**config.mk**
```make
export PLATFORM = sky130hd
export DESIGN_NAME = blocking_channel_mailbox_unit
export DESIGN_NICKNAME = d
export VERILOG_FILES = /design/src/hw/rtl/bcm_pkg.sv /design/src/hw/rtl/bcm_ram.sv /design/src/hw/rtl/blocking_channel_mailbox_unit.sv
export SDC_FILE = /design/constraint.sdc
export NUM_CORES = 1
export LEC_CHECK = 0
export BUFFER_PORTS_ARGS = -buffer_cell sky130_fd_sc_hd__buf_4
export CAP_MARGIN = 20
export CELL_PAD_IN_SITES_DETAIL_PLACEMENT = 0
export CELL_PAD_IN_SITES_GLOBAL_PLACEMENT = 1
export CORE_ASPECT_RATIO = 0.6
export CORE_MARGIN = 2
export CORE_UTILIZATION = 59
export CTS_CLUSTER_DIAMETER = 150
export DETAILED_ROUTE_END_ITERATION = 8
export PLACE_DENSITY = 0.8
export SLEW_MARGIN = 20
export SYNTH_ARGS = -nofsm -noshare
export SYNTH_HDL_FRONTEND = slang
export SYNTH_SLANG_ARGS = --single-unit
```
**constraint.sdc**
```tcl
create_clock -name clk -period 11.75 [get_ports clk]
set_input_delay 0.5875 -clock clk [delete_from_list [all_inputs] [get_ports clk]]
set_output_delay 0.5875 -clock clk [all_outputs]
set_load 0.01 [all_outputs]
```
**src/hw/rtl/bcm_pkg.sv**
```systemverilog
`default_nettype none
package bcm_pkg;
    localparam int FifoDepth = 16;
    localparam int Waiters = 8;
    localparam int FifoAw = $clog2(FifoDepth);
    localparam int WaitAw = $clog2(Waiters);

    typedef enum logic [2:0] {
        OP_SEND_B = 3'd0,
        OP_SEND_NB = 3'd1,
        OP_RECV_B = 3'd2,
        OP_RECV_NB = 3'd3,
        OP_CLOSE = 3'd4
    } op_t;

    localparam logic [3:0] ST_SENT = 4'd0;
    localparam logic [3:0] ST_SEND_WAIT = 4'd1;
    localparam logic [3:0] ST_SEND_BLOCK = 4'd2;
    localparam logic [3:0] ST_SEND_CLOSED = 4'd3;
    localparam logic [3:0] ST_RECEIVED = 4'd4;
    localparam logic [3:0] ST_RECV_WAIT = 4'd5;
    localparam logic [3:0] ST_RECV_EMPTY = 4'd6;
    localparam logic [3:0] ST_RECV_CLOSED = 4'd7;
    localparam logic [3:0] ST_CLOSED_OK = 4'd8;
    localparam logic [3:0] ST_CLOSE_TWICE = 4'd9;
    localparam logic [3:0] ST_SNDR_DONE = 4'd10;
    localparam logic [3:0] ST_SNDR_ABORT = 4'd11;
    localparam logic [3:0] ST_RCVR_CLOSED = 4'd12;
    localparam logic [3:0] ST_QUEUE_FULL = 4'd13;

    typedef struct packed {
        logic [2:0] operation;
        logic [3:0] requester;
        logic [31:0] payload;
    } req_t;

    typedef struct packed {
        logic [3:0] client;
        logic [3:0] status;
        logic [31:0] data_out;
        logic last;
    } cpl_t;
endpackage
`default_nettype wire

```
**src/hw/rtl/bcm_ram.sv**
```systemverilog
`default_nettype none
module bcm_ram #(
    parameter int Depth = 16,
    parameter int Width = 32
) (
    input wire logic clk,
    input wire logic we,
    input wire logic [$clog2(Depth)-1:0] waddr,
    input wire logic [Width-1:0] wdata,
    input wire logic [$clog2(Depth)-1:0] raddr,
    output logic [Width-1:0] rdata
);
    logic [Width-1:0] mem [Depth];

    always_ff @(posedge clk)
    begin
        if (we)
        begin
            mem[waddr] <= wdata;
        end
        rdata <= mem[raddr];
    end
endmodule
`default_nettype wire

```
**src/hw/rtl/blocking_channel_mailbox_unit.sv**
```systemverilog
// Send/receive results are registered through S_READ and S_EXEC after the accepting edge;
//   a second result, when there is one, follows in the next cycle. Close results come from
//   S_CLOSE, which alternates reading a waiter queue head and emitting a result. busy drops
//   as the last result of a request is strobed. Queue memories have a registered read.
// Reset (rst_n low, async) empties queues, opens the channel, capacity 0.
// Results are strobed for one cycle; the receiver cannot stall.
`default_nettype none
module blocking_channel_mailbox_unit
    import bcm_pkg::*;
(
    input wire logic clk,
    input wire logic rst_n,
    input wire logic start,
    output logic busy,
    input wire req_t request,
    input wire logic cfg_valid,
    output logic cfg_ready,
    input wire logic [4:0] cfg_data,
    output logic result_valid,
    output cpl_t result
);
    typedef enum logic [1:0] { S_IDLE, S_READ, S_EXEC, S_CLOSE } state_t;

    state_t state_reg;
    req_t req_reg;
    logic [4:0] cap_reg;
    logic [FifoAw-1:0] fhead_reg;
    logic [FifoAw:0] fcount_reg;
    logic closed_reg;
    logic [WaitAw-1:0] sh_reg, st_reg, rh_reg, rt_reg;
    logic [WaitAw:0] scnt_reg, rcnt_reg;
    logic ph2_reg;
    logic pend_reg;
    cpl_t pend_cpl_reg;
    logic result_valid_reg;
    cpl_t result_reg;

    logic f_we, s_we, r_we;
    logic [FifoAw-1:0] f_waddr, f_raddr;
    logic [31:0] f_wdata, f_rdata, sd_rdata, sd_wdata;
    logic [3:0] sid_rdata, rid_rdata, sid_wdata;
    logic [WaitAw-1:0] s_raddr, r_raddr;

    bcm_ram #(.Depth(FifoDepth), .Width(32)) u_fifo (
        .clk(clk), .we(f_we), .waddr(f_waddr), .wdata(f_wdata),
        .raddr(f_raddr), .rdata(f_rdata));
    bcm_ram #(.Depth(Waiters), .Width(36)) u_sq (
        .clk(clk), .we(s_we), .waddr(st_reg), .wdata({sid_wdata, sd_wdata}),
        .raddr(s_raddr), .rdata({sid_rdata, sd_rdata}));
    bcm_ram #(.Depth(Waiters), .Width(4)) u_rq (
        .clk(clk), .we(r_we), .waddr(rt_reg), .wdata(req_reg.requester),
        .raddr(r_raddr), .rdata(rid_rdata));

    logic [4:0] cap_eff;
    assign cap_eff = (cap_reg > 5'(FifoDepth)) ? 5'(FifoDepth) : cap_reg;
    logic cap0, fempty, froom;
    assign cap0 = (cap_eff == 5'd0);
    assign fempty = (fcount_reg == '0);
    assign froom = ({1'b0, fcount_reg} < 6'(cap_eff));

    assign busy = (state_reg != S_IDLE);
    assign cfg_ready = !busy;
    assign result_valid = result_valid_reg;
    assign result = result_reg;

    assign f_raddr = fhead_reg;
    assign s_raddr = sh_reg;
    assign r_raddr = rh_reg;
    assign sid_wdata = req_reg.requester;
    assign sd_wdata = req_reg.payload;

    logic is_send, is_recv, blk;
    assign is_send = (req_reg.operation == OP_SEND_B) || (req_reg.operation == OP_SEND_NB);
    assign is_recv = (req_reg.operation == OP_RECV_B) || (req_reg.operation == OP_RECV_NB);
    assign blk = (req_reg.operation == OP_SEND_B) || (req_reg.operation == OP_RECV_B);

    // exec decode
    logic x_send_rcv, x_send_push, x_send_wait, x_recv_snd, x_recv_take_sd, x_recv_pop;
    logic x_recv_wait;
    always_comb
    begin
        x_send_rcv = is_send && !closed_reg && rcnt_reg != '0;
        x_send_push = is_send && !closed_reg && rcnt_reg == '0 && froom;
        x_send_wait = is_send && !closed_reg && rcnt_reg == '0 && !froom && blk
                      && scnt_reg != (WaitAw+1)'(Waiters);
        x_recv_snd = is_recv && !(closed_reg && fempty)
                     && !(!blk && ((cap0 && scnt_reg == '0) || (!cap0 && fempty)))
                     && scnt_reg != '0;
        x_recv_take_sd = x_recv_snd && (cap0 || fempty);
        x_recv_pop = is_recv && !(closed_reg && fempty)
                     && !(!blk && ((cap0 && scnt_reg == '0) || (!cap0 && fempty)))
                     && ((scnt_reg != '0 && !x_recv_take_sd) || (scnt_reg == '0 && !fempty));
        x_recv_wait = is_recv && !closed_reg && fempty && blk && scnt_reg == '0
                      && rcnt_reg != (WaitAw+1)'(Waiters);
    end

    logic exec;
    assign exec = (state_reg == S_EXEC) && !pend_reg;
    assign s_we = exec && x_send_wait;
    assign r_we = exec && x_recv_wait;
    always_comb
    begin
        f_we = 1'b0;
        f_waddr = FifoAw'(fhead_reg + fcount_reg[FifoAw-1:0]);
        f_wdata = req_reg.payload;
        if (exec && x_send_push)
        begin
            f_we = 1'b1;
        end
        else if (exec && x_recv_snd && !x_recv_take_sd)
        begin
            f_we = 1'b1;
            f_wdata = sd_rdata;
        end
    end

    function automatic cpl_t mk(logic [3:0] c, logic [3:0] s, logic [31:0] d, logic l);
        cpl_t r;
        r.client = c;
        r.status = s;
        r.data_out = d;
        r.last = l;
        return r;
    endfunction

    always_ff @(posedge clk or negedge rst_n)
    begin
        if (!rst_n)
        begin
            state_reg <= S_IDLE;
            req_reg <= '0;
            cap_reg <= '0;
            fhead_reg <= '0;
            fcount_reg <= '0;
            closed_reg <= 1'b0;
            sh_reg <= '0;
            st_reg <= '0;
            rh_reg <= '0;
            rt_reg <= '0;
            scnt_reg <= '0;
            rcnt_reg <= '0;
            ph2_reg <= 1'b0;
            pend_reg <= 1'b0;
            pend_cpl_reg <= '0;
            result_valid_reg <= 1'b0;
            result_reg <= '0;
        end
        else
        begin
            result_valid_reg <= 1'b0;
            unique case (state_reg)
                S_IDLE:
                begin
                    if (cfg_valid)
                    begin
                        cap_reg <= cfg_data;
                    end
                    if (start)
                    begin
                        req_reg <= request;
                        state_reg <= S_READ;
                    end
                end
                S_READ:
                begin
                    // memory reads for head entries land now
                    state_reg <= S_EXEC;
                end
                S_EXEC:
                begin
                    state_reg <= S_IDLE;
                    result_valid_reg <= 1'b1;
                    pend_reg <= 1'b0;
                    if (pend_reg)
                    begin
                        result_reg <= pend_cpl_reg;
                    end
                    else if (is_send)
                    begin
                        if (closed_reg)
                        begin
                            result_reg <= mk(req_reg.requester, ST_SEND_CLOSED, '0, 1'b1);
                        end
                        else if (x_send_rcv)
                        begin
                            result_reg <= mk(rid_rdata, ST_RECEIVED, req_reg.payload, 1'b0);
                            pend_reg <= 1'b1;
                            pend_cpl_reg <= mk(req_reg.requester, ST_SENT, '0, 1'b1);
                            state_reg <= S_EXEC;
                            rh_reg <= WaitAw'(rh_reg + 1'b1);
                            rcnt_reg <= rcnt_reg - 1'b1;
                        end
                        else if (x_send_push)
                        begin
                            result_reg <= mk(req_reg.requester, ST_SENT, '0, 1'b1);
                            fcount_reg <= fcount_reg + 1'b1;
                        end
                        else if (!blk)
                        begin
                            result_reg <= mk(req_reg.requester, ST_SEND_BLOCK, '0, 1'b1);
                        end
                        else if (!x_send_wait)
                        begin
                            result_reg <= mk(req_reg.requester, ST_QUEUE_FULL, '0, 1'b1);
                        end
                        else
                        begin
                            result_reg <= mk(req_reg.requester, ST_SEND_WAIT, '0, 1'b1);
                            st_reg <= WaitAw'(st_reg + 1'b1);
                            scnt_reg <= scnt_reg + 1'b1;
                        end
                    end
                    else if (is_recv)
                    begin
                        if (closed_reg && fempty)
                        begin
                            result_reg <= mk(req_reg.requester, ST_RECV_CLOSED, '0, 1'b1);
                        end
                        else if (!blk && ((cap0 && scnt_reg == '0) || (!cap0 && fempty)))
                        begin
                            result_reg <= mk(req_reg.requester, ST_RECV_EMPTY, '0, 1'b1);
                        end
                        else if (x_recv_snd)
                        begin
                            result_reg <= mk(sid_rdata, ST_SNDR_DONE, '0, 1'b0);
                            pend_reg <= 1'b1;
                            pend_cpl_reg <= mk(req_reg.requester, ST_RECEIVED,
                                               x_recv_take_sd ? sd_rdata : f_rdata, 1'b1);
                            state_reg <= S_EXEC;
                            sh_reg <= WaitAw'(sh_reg + 1'b1);
                            scnt_reg <= scnt_reg - 1'b1;
                            if (!x_recv_take_sd)
                            begin
                                fhead_reg <= FifoAw'(fhead_reg + 1'b1);
                            end
                        end
                        else if (x_recv_pop)
                        begin
                            result_reg <= mk(req_reg.requester, ST_RECEIVED, f_rdata, 1'b1);
                            fhead_reg <= FifoAw'(fhead_reg + 1'b1);
                            fcount_reg <= fcount_reg - 1'b1;
                        end
                        else if (!blk)
                        begin
                            result_reg <= mk(req_reg.requester, ST_RECV_EMPTY, '0, 1'b1);
                        end
                        else if (!x_recv_wait)
                        begin
                            result_reg <= mk(req_reg.requester, ST_QUEUE_FULL, '0, 1'b1);
                        end
                        else
                        begin
                            result_reg <= mk(req_reg.requester, ST_RECV_WAIT, '0, 1'b1);
                            rt_reg <= WaitAw'(rt_reg + 1'b1);
                            rcnt_reg <= rcnt_reg + 1'b1;
                        end
                    end
                    else if (req_reg.operation == OP_CLOSE)
                    begin
                        if (closed_reg)
                        begin
                            result_reg <= mk(req_reg.requester, ST_CLOSE_TWICE, '0, 1'b1);
                        end
                        else
                        begin
                            closed_reg <= 1'b1;
                            result_valid_reg <= 1'b0;
                            ph2_reg <= 1'b0;
                            state_reg <= S_CLOSE;
                        end
                    end
                    else
                    begin
                        result_valid_reg <= 1'b0;
                    end
                end
                S_CLOSE:
                begin
                    // memory read addressed by head registers is registered, so a moved head's
                    // entry is not valid at once; alternate read and emit
                    ph2_reg <= !ph2_reg;
                    if (ph2_reg)
                    begin
                        result_valid_reg <= 1'b1;
                        if (rcnt_reg != '0)
                        begin
                            result_reg <= mk(rid_rdata, ST_RCVR_CLOSED, '0, 1'b0);
                            rh_reg <= WaitAw'(rh_reg + 1'b1);
                            rcnt_reg <= rcnt_reg - 1'b1;
                        end
                        else if (scnt_reg != '0)
                        begin
                            result_reg <= mk(sid_rdata, ST_SNDR_ABORT, '0, 1'b0);
                            sh_reg <= WaitAw'(sh_reg + 1'b1);
                            scnt_reg <= scnt_reg - 1'b1;
                        end
                        else
                        begin
                            result_reg <= mk(req_reg.requester, ST_CLOSED_OK, '0, 1'b1);
                            state_reg <= S_IDLE;
                        end
                    end
                end
                default:
                begin
                    state_reg <= S_IDLE;
                end
            endcase
        end
    end
endmodule
`default_nettype wire

```
==> flow_summary.toml, run 1 <==
[outcome]
status = "finished, final reports clean"

[sta]
worst_slew_pin_slew_ps = 1060
timing.final.ws_setup_ps = 6830
timing.final.crit_share = 0.419
final_hold_viol_count = 0
finalMaxSlewViolations = 0
max_slew_margin = 0.290
clock.fmax_ghz = 0.203
rsz0062_at_grt = "false"
fin_crit_ps = 4920
tns_ps = 0
setup_viol = 0
finClkSkew_ps = 19.5

[setup_path]
start_kind = "register"
crit_required_ps = 12040
endpoint_kind = "register"
cp_max_fo = 65
arrival_ps = 5210
path_class = "register to register"
ff2ff_path_depth = 8

[global_routing]
grt_pass1_wl_um = 139000
grt_max_degree = 112
antenna_found_initial = 0
grtUsageTotal = 0.265
grt_overflow = 0
grt_pass1_vias = 21300

[synth]
async_flop_share = 0.149
synth_edf_count = 832
synth.top_cell.area_share = 0.609
synthFlopType = "edfxtp_1"
netlist_top_cells_count = "edfxtp_1, mux4_2, dfrtp_1, mux2_2, o21ai_0"
synth_most_common_cell = "edfxtp_1"
syn_avg_cell_area_um2 = 19.7
synth_xor_area_frac = 0.00619
synth-seq-cells = 1062
synth_compound_area_frac = 0.0382
synthMuxAreaShare = 0.166
yosys-top-cells-area = "edfxtp_1, mux4_2, dfrtp_1, dfxtp_1, mux2_2"
syn_nets = 2149
synth_top_family_by_area = "multiplexers"
synth_fa_ha_area_frac = 0.00677
synth_cell_type_count = 61
postSynthCellCount = 2080
ys_seq_area_frac = 0.741
synthesis.area_um2 = 41000
yosys_warnings = 0
synth_area_leader_cell = "edfxtp_1"
yosys.area_share.simple = 0.0252

[worst_hold_path]
hp-class = "input port to async pin"

[floorplanning]
initial_core_util = 0.599
ios = 92
die_x_um = 344
dieArea_um2 = 71700
num_rows = 74
fp.coreArea_um2 = 68400
die_h_um = 208

[power]
p_per_area_nw_per_um2 = 261
ir_drop_mv = 0.238
p_seq_frac = 0.481
p_comb_frac = 0.258
netSwitchingFraction = 0.312
p_leak_nw = 15.4
finalPower_mw = 12.0
pwr-share-clk = 0.261
internal_power_mw = 8.28
p_switching_mw = 3.76

[placement]
portBuffers = 91
place.gp.congestion = 0.881
place_ws_ps = 6700
dp_hpwl_um = 52600

[layout]
nets = 2259
drive_gt1_frac = 0.304
area_delta_synth_final_pct = 12.3
multi_input_area_um2 = 10100
largest_reg_flops = 512
seq_area_um2 = 30400
nFillCells = 4292
antenna_cells = 0

[clock_tree]
cts_buffers = 93
clock_latency_ps = 670
clock-sinks = 1062
cts_max_path_buffers = 3
ctsHoldBuffers = 0
clk_pin_slew_worst_paths_ps = 70
cts_tree = "yes"
htreeDepth = 3
cts_resized = 0
root_buffer = "clkbuf_16"
post_cts.repair.setup_buffers = 0

[route]
wl_per_cell_um = 29.1
viasPerCell = 6.60
drt_iter0_drc = 2755
dr.pass1.iters = 9
wirelength_um = 92500
route.detailed.drc = 0
antenna_left = 0
vias = 21000

[run]
maxCapViolCount = 0
-- path summary, 6_finish.rpt --
kind / start / endpoint / slack [ps]
min in group clk: start / state_reg[0]$_DFFE_PN0P_ / 140
max reg2reg: pend_reg$_DFFE_PN0P_ / u_fifo.mem[0][20]$_DFFE_PP_ / 6830
max in group asynchronous: rst_n / s_raddr[0]$_DFFE_PN0P_ / 10060
min reg2reg: u_sq.rdata[20]$_DFF_P_ / pend_cpl_reg[21]$_DFFE_PN0P_ / 470
max: pend_reg$_DFFE_PN0P_ / u_fifo.mem[0][20]$_DFFE_PP_ / 6830
min: rst_n / f_raddr[1]$_DFFE_PN0P_ / 20
-- cells in the final DEF (no fill, tap or decap), types with 5 or more instances in the layout --
cell and count:
clkbuf_8 21, buf_4 133, dfxtp_1 72, a221o_1 5
clkbuf_1 30, a222oi_1 32, nand2_1 85, xnor2_1 21
a31oi_1 7, and3_1 7, nor3_2 14, a21o_1 6
ha_1 19, mux4_2 240, bufinv_16 6, xor2_1 8
a221oi_1 32, mux2_2 124, nor3_1 13, nor4_2 6
nand2b_1 10, a21oi_1 14, edfxtp_1 832, dfrtp_1 150
clkinv_2 10, nor2_4 7, o21ai_0 86, inv_1 47
nor2_1 36, clkbuf_16 97, nand3_1 9, nor4_1 5
dfrtp_4 5
-- worst max-delay path, stage by stage (launching register included) --
cell and delay (ps):
dfrtp_4 760, inv_1 140, buf_4 490, nand2_1 410
nor4_2 300, buf_4 680, a21oi_4 280, nor3_2 800
buf_4 580
-- cells by family after synthesis --
kind of cell | count (synthesis)
adders and majority gates | 21
buffers and inverters | 167
DFF | 1062
and+or+nand+nor | 218
xor gates and xnor gates | 29
AOI/OAI and AO/OA | 219
muxes | 364
-- power by group through the flow --
stage	clock network, mW	registers [mW]	logic, mW
2_1_floorplan	0	5.40	2.37
3_3_place_gp	0	5.81	3.02
3_5_place_dp	0	5.85	3.10
4_1_cts	3.18	5.78	3.13
5_1_grt	3.32	5.86	3.38
6_report	3.14	5.79	3.10
-- layer usage --
metal	vias to the layer above	GRT usage	part of all wire
met4	0	0.0672	0.022
met3	155	0.0546	0.093
li1	8661	-	-
met1	11100	0.423	0.44
met5	-	0	0
met2	1076	0.380	0.45
-- cell type report --
| cell class | count | area share |
|---|---|---|
| Clock buffer | 150 | 0.0618 |
| Clock inverter | 25 | 0.00693 |
| Inverter | 47 | 0.00383 |
| Multi-Input combinational cell | 851 | 0.220 |
| Sequential cell | 1062 | 0.660 |
| Tap cell | 912 | 0.0248 |
| Timing Repair Buffer | 135 | 0.0224 |
-- metrics by stage --
step	utilization	instances	area (µm²)	hold slack [ps]
after detailed placement	0.626	3007	42900	455
after CTS	0.673	3182	46000	41.8
after global placement	0.626	3007	42900	453
after floorplan	-	2080	41000	292
final	0.673	3182	46000	22.1
after global routing	0.673	3182	46000	86.3
(Power assumes the default switching activity.)
==> run 2, diff against run 1 <==
Settings changed: CORE_UTILIZATION 59 to 49, PLACE_DENSITY 0.8 to 0.71.
Clock period 11.75 ns to 4.45 ns, I/O delays scaled along.
==> flow_summary.toml, run 2 (synthesized netlist as in run 1, its figures left out) <==
[clock_tree]
clock-sinks = 1062
root_buffer = "clkbuf_16"
cts_max_path_buffers = 3
cts_tree = "yes"
cts_buffers = 93
cts_resized = 0
htreeDepth = 3
clk_pin_slew_worst_paths_ps = 70
clock_latency_ps = 690

[setup_path]
crit_required_ps = 4760
path_class = "register to register"
endpoint_kind = "register"
start_kind = "register"
cp_max_fo = 32
arrival_ps = 3830

[route]
vias = 21000
wl_per_cell_um = 27.8
antenna_left = 0
viasPerCell = 6.05
route.detailed.drc = 1
drt_iter0_drc = 2527
dr.pass1.iters = 9
wirelength_um = 96300

[sta]
timing.final.ws_setup_ps = 931
worst_slew_pin_slew_ps = 1100
setup_viol = 0
finalMaxSlewViolations = 0
fin_crit_ps = 3520
clock.fmax_ghz = 0.284
finClkSkew_ps = 34.1
final_hold_viol_count = 0
rsz0062_at_grt = "false"
timing.final.crit_share = 0.791
max_slew_margin = 0.266

[layout]
layout_commonest_cell = "edfxtp_1"
nets = 2315
stdcell_count = 3460
layout_common_cells = "edfxtp_1, mux4_2, dfrtp_1"
final_cell_area_um2 = 47000
drive_gt1_frac = 0.304
area_delta_synth_final_pct = 14.6
largest_reg_flops = 512
antenna_cells = 0

[floorplanning]
dieArea_um2 = 86100
fp.coreArea_um2 = 83200
num_rows = 82
ios = 92
die_h_um = 228
die_x_um = 377
initial_core_util = 0.493

[placement]
dp_hpwl_um = 57700
place_inst = 3239
place.gp.congestion = 0.875
place_ws_ps = 931
post_dp_cell_area_um2 = 43400
portBuffers = 91

[power]
p_comb_frac = 0.270
p_switching_mw = 10.4
finalPower_mw = 32.2
p_seq_frac = 0.474
internal_power_mw = 21.8
p_leak_nw = 15.7
pwr-share-clk = 0.257
p_per_area_nw_per_um2 = 686
netSwitchingFraction = 0.323
ir_drop_mv = 0.429

[outcome]
status = "finished, violations left"
failed_checks = "DRC"

[global_routing]
grt_overflow = 0
grtUsageTotal = 0.227
grt_max_degree = 101
grt_pass1_wl_um = 142000
grt_pass1_vias = 21100
antenna_found_initial = 1

[worst_hold_path]
hp-class = "input port to async pin"

[run]
maxCapViolCount = 0
## run 2: final cells by class
class	count	area [µm²]
Fill cell	6210	36200
Sequential cell	1062	30400
Multi-Input combinational cell	851	10200
Clock buffer	125	2610
Timing Repair Buffer	191	1660
Tap cell	1134	1420
Clock inverter	50	527
Inverter	47	176
## run 2: power by group through the flow
stage,Clock [mW],Combinational (mW),Sequential (mW)
global placement,0,8.50,15.4
floorplan,0,6.30,14.3
CTS,8.41,8.78,15.3
global route,8.83,9.38,15.5
finish,8.27,8.70,15.3
detailed placement,0,8.70,15.5
## run 2: metrics by stage
step / hold WS (ps) / setup TNS, ps / util
CTS: 91.7 / 0 / 0.565
finish: 109 / 0 / 0.565
global placement: 244 / 0 / 0.521
global route: 125 / 0 / 0.565
floorplan: -73.1 / -131270 / -
detailed placement: 246 / 0 / 0.521
## run 2: path summary, 6_finish.rpt
path	from	endpoint	slack, ps	cells after the start
worst max-delay path	cap_reg[4]$_DFFE_PN0P_	u_fifo.mem[9][18]$_DFFE_PP_	930	9
worst min-delay path	rst_n	pend_cpl_reg[26]$_DFFE_PN0P_	110	2
worst max register to register	cap_reg[4]$_DFFE_PN0P_	u_fifo.mem[9][18]$_DFFE_PP_	930	9
worst min register to register	u_sq.rdata[9]$_DFF_P_	pend_cpl_reg[10]$_DFFE_PN0P_	470	2
max in group asynchronous	rst_n	sd_wdata[19]$_DFFE_PN0P_	3280	3
min in group clk	cfg_valid	cap_reg[4]$_DFFE_PN0P_	180	3
## run 2: timing repair
action,CTS,global route
hold buffers,46,0
buffers inserted,0,0
endpoints found under the hold margin,98,0
## run 2: per-layer routing
| metal | global-route usage | share of wire |
|---|---|---|
| met1 | 0.357 | 0.46 |
| met2 | 0.326 | 0.44 |
| met3 | 0.0486 | 0.081 |
| met4 | 0.0550 | 0.021 |
| met5 | 0 | 0 |
## run 2: worst max-delay path: stages, from the launching register on
cell	delay (ps)
dfrtp_1	410
inv_1	140
nand2_1	90
ha_1	200
nor4b_1	270
o21ai_0	210
a211oi_1	540
a21oi_4	350
nor4_2	340
buf_4	540
